`src/rtl/lom_pkg.sv`:
```
// Package for the limit order matcher: request and result structs, side codes.
// No dependencies; used by every module of the block.
`default_nettype none
package lom_pkg;

	localparam int PriceW = 16;
	localparam int QtyW   = 16;
	localparam int GainW  = 32;
	localparam int TotW   = 48;
	localparam int CntW   = 5;

	localparam logic SIDE_BUY  = 1'b0;
	localparam logic SIDE_SELL = 1'b1;

	typedef struct packed {
		logic              req_type;
		logic [QtyW-1:0]   order_quantity;
		logic [PriceW-1:0] limit_price;
	} req_t;

	typedef struct packed {
		logic              is_fill;
		logic [PriceW-1:0] fill_price;
		logic [QtyW-1:0]   fill_quantity;
		logic [GainW-1:0]  fill_spread_gain;
		logic [TotW-1:0]   total_gain;
		logic [TotW-1:0]   total_traded;
		logic [CntW-1:0]   buys_resting;
		logic [CntW-1:0]   sells_resting;
		logic              remainder_dropped;
		logic              last_result;
	} rsp_t;

	// Controller to datapath commands.
	typedef struct packed {
		logic load;       // capture the request
		logic scan_start; // reset the best-entry search
		logic scan_step;  // examine one book entry
		logic fill;       // perform the trade at the found entry
		logic shift;      // close the gap left by one removed entry
		logic rest;       // append the remainder to the own book
		logic emit_fill;  // build a fill result
		logic emit_sum;   // build the summary result
	} lom_cmd_t;

	// Datapath to controller status.
	typedef struct packed {
		logic scan_done;  // search covered every live entry
		logic can_fill;   // best entry crosses and quantity remains
		logic removed;    // last fill emptied its entry
		logic shift_done; // gap has reached the book end
	} lom_sts_t;

endpackage
`default_nettype wire

```
`src/rtl/lom_datapath.sv`:
```
// Datapath of the limit order matcher: books, counters, search, fill arithmetic.
// Depends on lom_pkg; driven by lom_ctrl.
`default_nettype none
module lom_datapath #(
	parameter int BOOK_DEPTH = 16
) (
	input  wire logic              clk,
	input  wire logic              arst_n,
	input  wire lom_pkg::req_t     req,
	input  wire lom_pkg::lom_cmd_t cmd,
	output lom_pkg::lom_sts_t      sts,
	output lom_pkg::rsp_t          rsp
);
	import lom_pkg::*;

	localparam int IdxW = $clog2(BOOK_DEPTH);
	localparam int NW   = $clog2(BOOK_DEPTH + 1);
	localparam logic [TotW-1:0] Max48 = {TotW{1'b1}};

	logic [PriceW+QtyW-1:0] buy_mem [BOOK_DEPTH];
	logic [PriceW+QtyW-1:0] sell_mem [BOOK_DEPTH];
	logic [NW-1:0]     buy_cnt_q, sell_cnt_q;
	logic [TotW-1:0]   gain_acc_q, trad_acc_q;
	logic              side_q;
	logic [QtyW-1:0]   qty_q;
	logic [PriceW-1:0] price_q;
	logic [IdxW-1:0]   scan_q, best_q;
	logic [IdxW-1:0]   rd_addr;
	logic [NW-1:0]     pos_q;
	logic              have_q, removed_q;
	logic [PriceW+QtyW-1:0] best_ent_q, rd_q;
	logic [PriceW-1:0] fp_q;
	logic [QtyW-1:0]   ft_q;
	logic [GainW-1:0]  fg_q;
	logic [NW-1:0]     opp_cnt, own_cnt;
	logic [PriceW-1:0] bp, rp, gap;
	logic [QtyW-1:0]   bq, tq;
	logic              better, crosses;
	logic [TotW:0]     gsum, tsum;

	assign opp_cnt = (side_q == SIDE_BUY) ? sell_cnt_q : buy_cnt_q;
	assign own_cnt = (side_q == SIDE_BUY) ? buy_cnt_q : sell_cnt_q;

	// Read one entry of the opposite book a cycle; a new search starts at entry zero.
	assign rd_addr = cmd.scan_start ? '0 : scan_q;

	always_ff @(posedge clk) begin
		rd_q <= (side_q == SIDE_BUY) ? sell_mem[rd_addr] : buy_mem[rd_addr];
	end

	assign rp = rd_q[PriceW+QtyW-1:QtyW];
	assign bp = best_ent_q[PriceW+QtyW-1:QtyW];
	assign bq = best_ent_q[QtyW-1:0];
	assign better = !have_q || ((side_q == SIDE_BUY) ? (rp < bp) : (rp > bp));
	assign crosses = (side_q == SIDE_BUY) ? (bp <= price_q) : (bp >= price_q);
	assign gap = (side_q == SIDE_BUY) ? (price_q - bp) : (bp - price_q);
	assign tq = (qty_q < bq) ? qty_q : bq;
	assign gsum = {1'b0, gain_acc_q} + {{(TotW+1-GainW){1'b0}}, fg_q};
	assign tsum = {1'b0, trad_acc_q} + {{(TotW+1-QtyW){1'b0}}, ft_q};

	assign sts.scan_done = (pos_q == opp_cnt);
	assign sts.can_fill  = (qty_q != '0) && (opp_cnt != '0) && crosses;
	assign sts.removed   = removed_q;
	assign sts.shift_done = (NW'(best_q) + NW'(1)) >= opp_cnt;

	// Search, fill and book maintenance.
	always_ff @(posedge clk or negedge arst_n) begin
		if (!arst_n) begin
			buy_cnt_q  <= '0;
			sell_cnt_q <= '0;
			gain_acc_q <= '0;
			trad_acc_q <= '0;
			have_q     <= 1'b0;
			removed_q  <= 1'b0;
			scan_q     <= '0;
			pos_q      <= '0;
		end else begin
			if (cmd.load) begin
				side_q  <= req.req_type;
				qty_q   <= req.order_quantity;
				price_q <= req.limit_price;
			end
			if (cmd.scan_start) begin
				have_q <= 1'b0;
				scan_q <= IdxW'(1);
				pos_q  <= '0;
			end
			if (cmd.scan_step) begin
				// pos_q trails scan_q by one: rd_q holds entry pos_q
				if (better) begin
					best_ent_q <= rd_q;
					best_q     <= pos_q[IdxW-1:0];
				end
				have_q <= 1'b1;
				pos_q  <= pos_q + 1'b1;
				if (NW'(scan_q) < NW'(BOOK_DEPTH - 1))
					scan_q <= scan_q + 1'b1;
			end else if (!cmd.scan_start) begin
				scan_q <= (cmd.shift) ? best_q + 1'b1 : scan_q;
			end
			if (cmd.fill) begin
				fp_q   <= bp;
				ft_q   <= tq;
				fg_q   <= {{(GainW-PriceW){1'b0}}, gap} * {{(GainW-QtyW){1'b0}}, tq};
				qty_q  <= qty_q - tq;
				removed_q <= (tq == bq);
				if (side_q == SIDE_BUY)
					sell_mem[best_q] <= {bp, bq - tq};
				else
					buy_mem[best_q] <= {bp, bq - tq};
			end
			if (cmd.emit_fill) begin
				gain_acc_q <= gsum[TotW] ? Max48 : gsum[TotW-1:0];
				trad_acc_q <= tsum[TotW] ? Max48 : tsum[TotW-1:0];
				if (removed_q && sts.shift_done) begin
					if (side_q == SIDE_BUY) sell_cnt_q <= sell_cnt_q - 1'b1;
					else                    buy_cnt_q  <= buy_cnt_q - 1'b1;
				end
			end
			// Move the next entry down by one; the last step drops the count.
			if (cmd.shift) begin
				if (side_q == SIDE_BUY)
					sell_mem[best_q] <= sell_mem[best_q+1'b1];
				else
					buy_mem[best_q] <= buy_mem[best_q+1'b1];
				best_q <= best_q + 1'b1;
				if ((NW'(best_q) + NW'(2)) >= opp_cnt) begin
					if (side_q == SIDE_BUY) sell_cnt_q <= sell_cnt_q - 1'b1;
					else                    buy_cnt_q  <= buy_cnt_q - 1'b1;
				end
			end
			if (cmd.rest && qty_q != '0 && own_cnt < NW'(BOOK_DEPTH)) begin
				if (side_q == SIDE_BUY) begin
					buy_mem[buy_cnt_q[IdxW-1:0]] <= {price_q, qty_q};
					buy_cnt_q <= buy_cnt_q + 1'b1;
				end else begin
					sell_mem[sell_cnt_q[IdxW-1:0]] <= {price_q, qty_q};
					sell_cnt_q <= sell_cnt_q + 1'b1;
				end
			end
		end
	end

	// Build the outgoing result; a used-up entry already counts as gone.
	always_comb begin
		rsp = '0;
		rsp.total_gain    = gain_acc_q;
		rsp.total_traded  = trad_acc_q;
		rsp.buys_resting  = CntW'(buy_cnt_q);
		rsp.sells_resting = CntW'(sell_cnt_q);
		if (cmd.emit_fill) begin
			rsp.is_fill          = 1'b1;
			rsp.fill_price       = fp_q;
			rsp.fill_quantity    = ft_q;
			rsp.fill_spread_gain = fg_q;
			rsp.total_gain       = gsum[TotW] ? Max48 : gsum[TotW-1:0];
			rsp.total_traded     = tsum[TotW] ? Max48 : tsum[TotW-1:0];
			if (removed_q) begin
				if (side_q == SIDE_BUY) rsp.sells_resting = CntW'(sell_cnt_q - 1'b1);
				else                    rsp.buys_resting  = CntW'(buy_cnt_q - 1'b1);
			end
		end else begin
			rsp.last_result = 1'b1;
			rsp.remainder_dropped = (qty_q != '0) && (own_cnt >= NW'(BOOK_DEPTH));
			if ((qty_q != '0) && (own_cnt < NW'(BOOK_DEPTH))) begin
				if (side_q == SIDE_BUY) rsp.buys_resting  = CntW'(buy_cnt_q + 1'b1);
				else                    rsp.sells_resting = CntW'(sell_cnt_q + 1'b1);
			end
		end
	end

endmodule
`default_nettype wire

```
`src/rtl/lom_ctrl.sv`:
```
// Controller of the limit order matcher: sequences search, fill, shift, result.
// Depends on lom_pkg; drives lom_datapath.
`default_nettype none
module lom_ctrl #(
	parameter int BOOK_DEPTH = 16
) (
	input  wire logic              clk,
	input  wire logic              arst_n,
	input  wire logic              in_valid,
	output logic                   in_stall,
	output logic                   out_valid,
	input  wire logic              out_stall,
	input  wire lom_pkg::lom_sts_t sts,
	output lom_pkg::lom_cmd_t      cmd,
	output logic                   out_load
);
	import lom_pkg::*;

	localparam int FW = $clog2(BOOK_DEPTH + 1);

	typedef enum logic [2:0] {
		ST_IDLE, ST_PRIME, ST_SCAN, ST_DECIDE, ST_FILL, ST_SHIFT, ST_OUT
	} state_t;

	state_t        state_q;
	logic [FW-1:0] fills_q;
	logic          is_sum_q;

	// The next request waits until the summary has left the output register.
	assign in_stall = (state_q != ST_IDLE) || out_valid;

	always_comb begin
		cmd = '0;
		out_load = 1'b0;
		unique case (state_q)
			ST_IDLE:   cmd.load = in_valid && !in_stall;
			ST_PRIME:  cmd.scan_start = 1'b1;
			ST_SCAN:   cmd.scan_step = !sts.scan_done;
			ST_DECIDE: begin end
			ST_FILL:   cmd.fill = 1'b1;
			ST_SHIFT:  cmd.shift = !sts.shift_done;
			ST_OUT: begin
				// Issue the result once, in the cycle it enters the output register.
				cmd.emit_fill = !is_sum_q && !out_valid;
				cmd.emit_sum  = is_sum_q && !out_valid;
				cmd.rest      = is_sum_q && !out_valid;
				out_load      = !out_valid;
			end
			default: begin end
		endcase
	end

	always_ff @(posedge clk or negedge arst_n) begin
		if (!arst_n) begin
			state_q   <= ST_IDLE;
			fills_q   <= '0;
			is_sum_q  <= 1'b0;
			out_valid <= 1'b0;
		end else begin
			if (out_valid && !out_stall)
				out_valid <= 1'b0;
			unique case (state_q)
				ST_IDLE: if (cmd.load) begin
					state_q <= ST_PRIME;
					fills_q <= '0;
				end
				ST_PRIME: state_q <= ST_SCAN;
				ST_SCAN: if (sts.scan_done) state_q <= ST_DECIDE;
				ST_DECIDE: begin
					if (sts.can_fill && fills_q < FW'(BOOK_DEPTH)) begin
						state_q <= ST_FILL;
					end else begin
						is_sum_q <= 1'b1;
						state_q  <= ST_OUT;
					end
				end
				ST_FILL: begin
					fills_q  <= fills_q + 1'b1;
					is_sum_q <= 1'b0;
					state_q  <= ST_OUT;
				end
				ST_OUT: if (!out_valid) begin
					out_valid <= 1'b1;
					if (is_sum_q) state_q <= ST_IDLE;
					else if (sts.removed && !sts.shift_done) state_q <= ST_SHIFT;
					else state_q <= ST_PRIME;
				end
				ST_SHIFT: if (sts.shift_done) state_q <= ST_PRIME;
				default: state_q <= ST_IDLE;
			endcase
		end
	end

	a_one_cmd: assert property (@(posedge clk) disable iff (!arst_n)
		$onehot0({cmd.fill, cmd.shift, cmd.scan_step, cmd.emit_fill, cmd.emit_sum}))
		else $error("conflicting datapath commands");
	a_no_accept_busy: assert property (@(posedge clk) disable iff (!arst_n)
		(state_q != ST_IDLE) |-> in_stall)
		else $error("request taken while busy");
	a_fill_bound: assert property (@(posedge clk) disable iff (!arst_n)
		fills_q <= FW'(BOOK_DEPTH))
		else $error("fill count over book depth");

endmodule
`default_nettype wire

```
`src/rtl/limit_order_matcher_core.sv`:
```
// Limit order matcher top level: joins lom_ctrl and lom_datapath, holds the result register.
// Depends on lom_pkg, lom_ctrl, lom_datapath.
//
// Usage: one request channel (req, req_valid, req_stall) carries an order
// (side, quantity, limit price). One result channel (rsp, rsp_valid,
// rsp_stall) gives one fill record per trade, then one closing summary.
// Each fill takes a search of the opposite book, one entry a cycle, a
// fill step, an output step, and when a resting order is used up a
// compaction that moves each entry behind it down by one. A new request
// is taken after the summary has been handed over. Reset empties both
// books and clears the totals. A stall on the result side holds the
// result register; the sequencer runs on and waits at its next result,
// or in idle after the summary, until the held result is taken.
`default_nettype none
module limit_order_matcher_core #(
	parameter int BOOK_DEPTH = 16
) (
	input  wire logic          clk,
	input  wire logic          arst_n,
	input  wire lom_pkg::req_t req,
	input  wire logic          req_valid,
	output logic               req_stall,
	output lom_pkg::rsp_t      rsp,
	output logic               rsp_valid,
	input  wire logic          rsp_stall
);
	import lom_pkg::*;

	lom_cmd_t cmd;
	lom_sts_t sts;
	rsp_t     rsp_next;
	logic     out_load;

	lom_ctrl #(.BOOK_DEPTH(BOOK_DEPTH)) u_ctrl (
		.clk(clk), .arst_n(arst_n), .in_valid(req_valid), .in_stall(req_stall),
		.out_valid(rsp_valid), .out_stall(rsp_stall), .sts(sts), .cmd(cmd),
		.out_load(out_load)
	);

	lom_datapath #(.BOOK_DEPTH(BOOK_DEPTH)) u_dp (
		.clk(clk), .arst_n(arst_n), .req(req), .cmd(cmd), .sts(sts), .rsp(rsp_next)
	);

	// Hold each result until the receiver takes it.
	always_ff @(posedge clk) begin
		if (out_load) rsp <= rsp_next;
	end

endmodule
`default_nettype wire
```
`config.mk`:
```
export PLATFORM = sky130hd
export DESIGN_NAME = limit_order_matcher_core
export DESIGN_NICKNAME = d
export VERILOG_FILES = /design/src/rtl/lom_pkg.sv /design/src/rtl/lom_datapath.sv /design/src/rtl/lom_ctrl.sv /design/src/rtl/limit_order_matcher_core.sv
export SDC_FILE = /design/constraint.sdc
export NUM_CORES = 2
export LEC_CHECK = 0
export BUFFER_PORTS_ARGS = -buffer_cell sky130_fd_sc_hd__buf_2
export CAP_MARGIN = 10
export CORE_MARGIN = 4
export CORE_UTILIZATION = 55
export DETAILED_ROUTE_END_ITERATION = 10
export MAX_ROUTING_LAYER = met4
export PLACE_DENSITY = 0.72
export RECOVER_POWER = 25
export SYNTH_ARGS = -nofsm -noshare
export SYNTH_HDL_FRONTEND = slang
export SYNTH_SLANG_ARGS = --single-unit
```
`constraint.sdc`:
```
create_clock -name clk -period 9.81 [get_ports clk]
set_input_delay 0.4905 -clock clk [delete_from_list [all_inputs] [get_ports clk]]
set_output_delay 0.4905 -clock clk [all_outputs]
set_load 0.005 [all_outputs]
```
==> qor.yml <==
iter_0_drt_violations: 7558
cp_data_required_time_ps: 10350
arrival_ps: 9820
layout_commonest_cell: "sky130_fd_sc_hd__edfxtp_1"
globalRoute.totalOverflow: 0
timing.final.crit_period_ps: 9290
timing.final.crit_share_pct: 94.7
path_delay_family: "adder cells"
post_drt_wl_per_cell_um: 27.9
multi_input_area_um2: 33600
numCtsBuffers: 152
vias: 57100
post_synthesis_cell_area_um2: 79900
register_area_um2: 43800
max-clock-path-buffers: 3
globalRouteMet3Util_pct: 8.35
most-common-layout-cells: "sky130_fd_sc_hd__edfxtp_1, sky130_fd_sc_hd__nand2_1, sky130_fd_sc_hd__nand3_1"
synth_cells: 6348
rsz_0062_raised_after_global_routing: "false"
report.final.hold_viol_count: 0
global_route_wire_length_before_repair_um: 355000
final_cells: 8565
finish.net_count: 7029
drtPass1Iterations: 7
maxCapViolCount: 14
crit_path_end_kind: "flip-flop"
antenna_violations_before_repair: 4
floorplan.core_area_um2: 144000
ctsRootBufferMaster: "sky130_fd_sc_hd__clkbuf_16"
layout_setup_ws_ps: 522
dieHeight_um: 389
drc_errors: 0
dpl_worst_slack_ps: 465
number_of_post_cts_setup_repair_buffers: 0
synth.yosys.warnings: 0
place.gp.congestion: 0.962
worstSetupPathType: "reg -> reg"
flip_flop_and_latch_count_after_synthesis: 1489
maxClockFrequency_mhz: 108
gr-max-usage-layer: "met2"
run_status: "finished with violations"
drive_above_1_share_pct: 14.1
failed_checks: "capacitance limit, slew limit"
final_max_slew_viol_count: 765
startpoint_type: "flip-flop"
i_o_pins: 212
initial_utilization_pct: 55.5
grt_start_max_net_pins: 193
die_width_um: 389
numPortBuffers: 211
worst-slew-pin-transition_ps: 4290
tritoncts: "built"
synth_nets: 6848
via_count_normalized_by_instance_count: 6.66
seq_area_frac_synth_pct: 54.8
synth-main-ff-cell: "sky130_fd_sc_hd__edfxtp_1"
syn-mean-instance-area_um2: 12.6
gr-usage-met1_pct: 40.9
fin_skew_ps: 35.6
fill_cells: 10900
fin_setup_tns_ps: 0
clock_latency_ps: 810
m2_gr_usage_pct: 48.5
crit_path_max_fanout: 14
worst_setup_hold_path_clk_slew_ps: 70
dp_hpwl_um: 144000
crit_top_cell: "sky130_fd_sc_hd__fa_1"
rows: 139
clkSinkCount: 1489
area_growth_pct: 11.0
drt_wl_total_um: 239000
timing.critical_path.buf_inv: 5
async_flop_share_pct: 8.53
critical-path-max-stage-delay_ps: 580
grt.total_usage_pct: 32.2
detail-route-antenna-nets: 0
ys_types: 82
max-slew-margin-rel_pct: -186
die-area_um2: 151000
vias_in_the_first_global_route: 56200
final_setup_violating_endpoints: 0
number_of_placed_instances_with_taps_included: 8236
htree_num_levels: 4
synth_enable_flop_cells: 1330
critical_path.slowest_cell: "sky130_fd_sc_hd__fa_1"
hp-class: "in -> reg"
==> cell type report <==
| cell class | count | area share, % |
|---|---|---|
| well taps | 1903 | 2.69 |
| multi-input cells | 4112 | 37.9 |
| diodes | 5 | 0.0141 |
| flip-flops and latches | 1489 | 49.4 |
| clock buffers | 199 | 4.62 |
| repair buffers | 415 | 2.87 |
| inverters | 359 | 1.53 |
| clock inverters | 83 | 0.964 |
==> final timing paths <==
check	startpoint	slack [ps]	end	cells past startpoint
setup / recovery	u_dp.best_ent_q[1]	520	u_dp.fg_q[30]	32
hold / removal	req[23]	30	u_dp.qty_q[7]	3
setup reg to reg	u_dp.best_ent_q[1]	520	u_dp.fg_q[30]	32
hold reg to reg	u_dp.rd_q[12]	400	u_dp.best_ent_q[12]	0
max in group asynchronous	arst_n	2650	u_dp.gain_acc_q[45]	5
min in group asynchronous	arst_n	840	u_dp.gain_acc_q[5]	2
==> tightest hold or removal path, delay by kind of cell <==
family	cells	cell delay (ps)
and+or+nand+nor	1	60
buffers and inverters	1	100
AOI/OAI and AO/OA	1	70
==> cell usage after synthesis, types with 80 or more instances <==
library cell,n,area [µm²]
sky130_fd_sc_hd__o221ai_1,183,1600
sky130_fd_sc_hd__fa_1,200,4000
sky130_fd_sc_hd__and2_1,84,526
sky130_fd_sc_hd__inv_1,354,1330
sky130_fd_sc_hd__dfrtp_1,127,3180
sky130_fd_sc_hd__nor2_1,385,1450
sky130_fd_sc_hd__nand3_1,375,1880
sky130_fd_sc_hd__nand2_1,931,3490
sky130_fd_sc_hd__clkbuf_1,309,1160
sky130_fd_sc_hd__mux4_2,356,8020
sky130_fd_sc_hd__edfxtp_1,1330,39900
sky130_fd_sc_hd__ha_1,263,3290
sky130_fd_sc_hd__o21ai_0,266,1330
sky130_fd_sc_hd__a21oi_1,174,871
sky130_fd_sc_hd__xnor2_1,80,701
sky130_fd_sc_hd__a31oi_1,135,845
==> metrics by stage <==
stage / hold WS [ps] / util [%] / area [µm²]
after detailed placement: 389 / 58.0 / 83500
after global routing: 19.5 / 61.5 / 88600
final: 29.3 / 61.5 / 88600
after CTS: 0.573 / 61.6 / 88700
after floorplan: 195 / - / 79900
after global placement: 387 / 58.0 / 83500
==> timing repair <==
item                                    CTS  global route
endpoints found under the hold margin    44             0
gates resized for setup                   0             3
hold buffers                             21             0
endpoints found under the setup margin    0             2
==> state kept, by name (all words and copies together) (netlist names), 5 cells and up <==
name             count
u_dp.trad_acc_q     48
u_dp.ft_q           16
rsp                173
u_ctrl.fills_q       5
u_dp.fg_q           32
u_dp.best_ent_q     32
u_dp.buy_cnt_q       5
u_dp.sell_cnt_q      5
u_dp.pos_q           5
u_dp.price_q        16
u_dp.buy_mem       512
u_dp.fp_q           16
u_dp.gain_acc_q     48
u_dp.sell_mem      512
u_dp.rd_q           32
u_dp.qty_q          16
==> cells by family after synthesis <==
kind of cell | Yosys count | synth area share (%)
xor gates and xnor gates | 150 | 1.64
and+or+nand+nor | 1988 | 10.8
muxes | 437 | 11.1
AOI/OAI and AO/OA | 1074 | 8.90
adders and majority gates | 463 | 9.13
DFF | 1489 | 54.8
buffers and inverters | 747 | 3.58
==> metal layers <==
metal / vias to the layer above / share of wire [%]
met5: - / 0
met2: 4116 / 46
li1: 24100 / -
met1: 28100 / 36
met3: 789 / 13
met4: 0 / 5.5
Power is not shown: default switching activity piles up to over one toggle a cycle in this logic, so the estimate is an artifact.
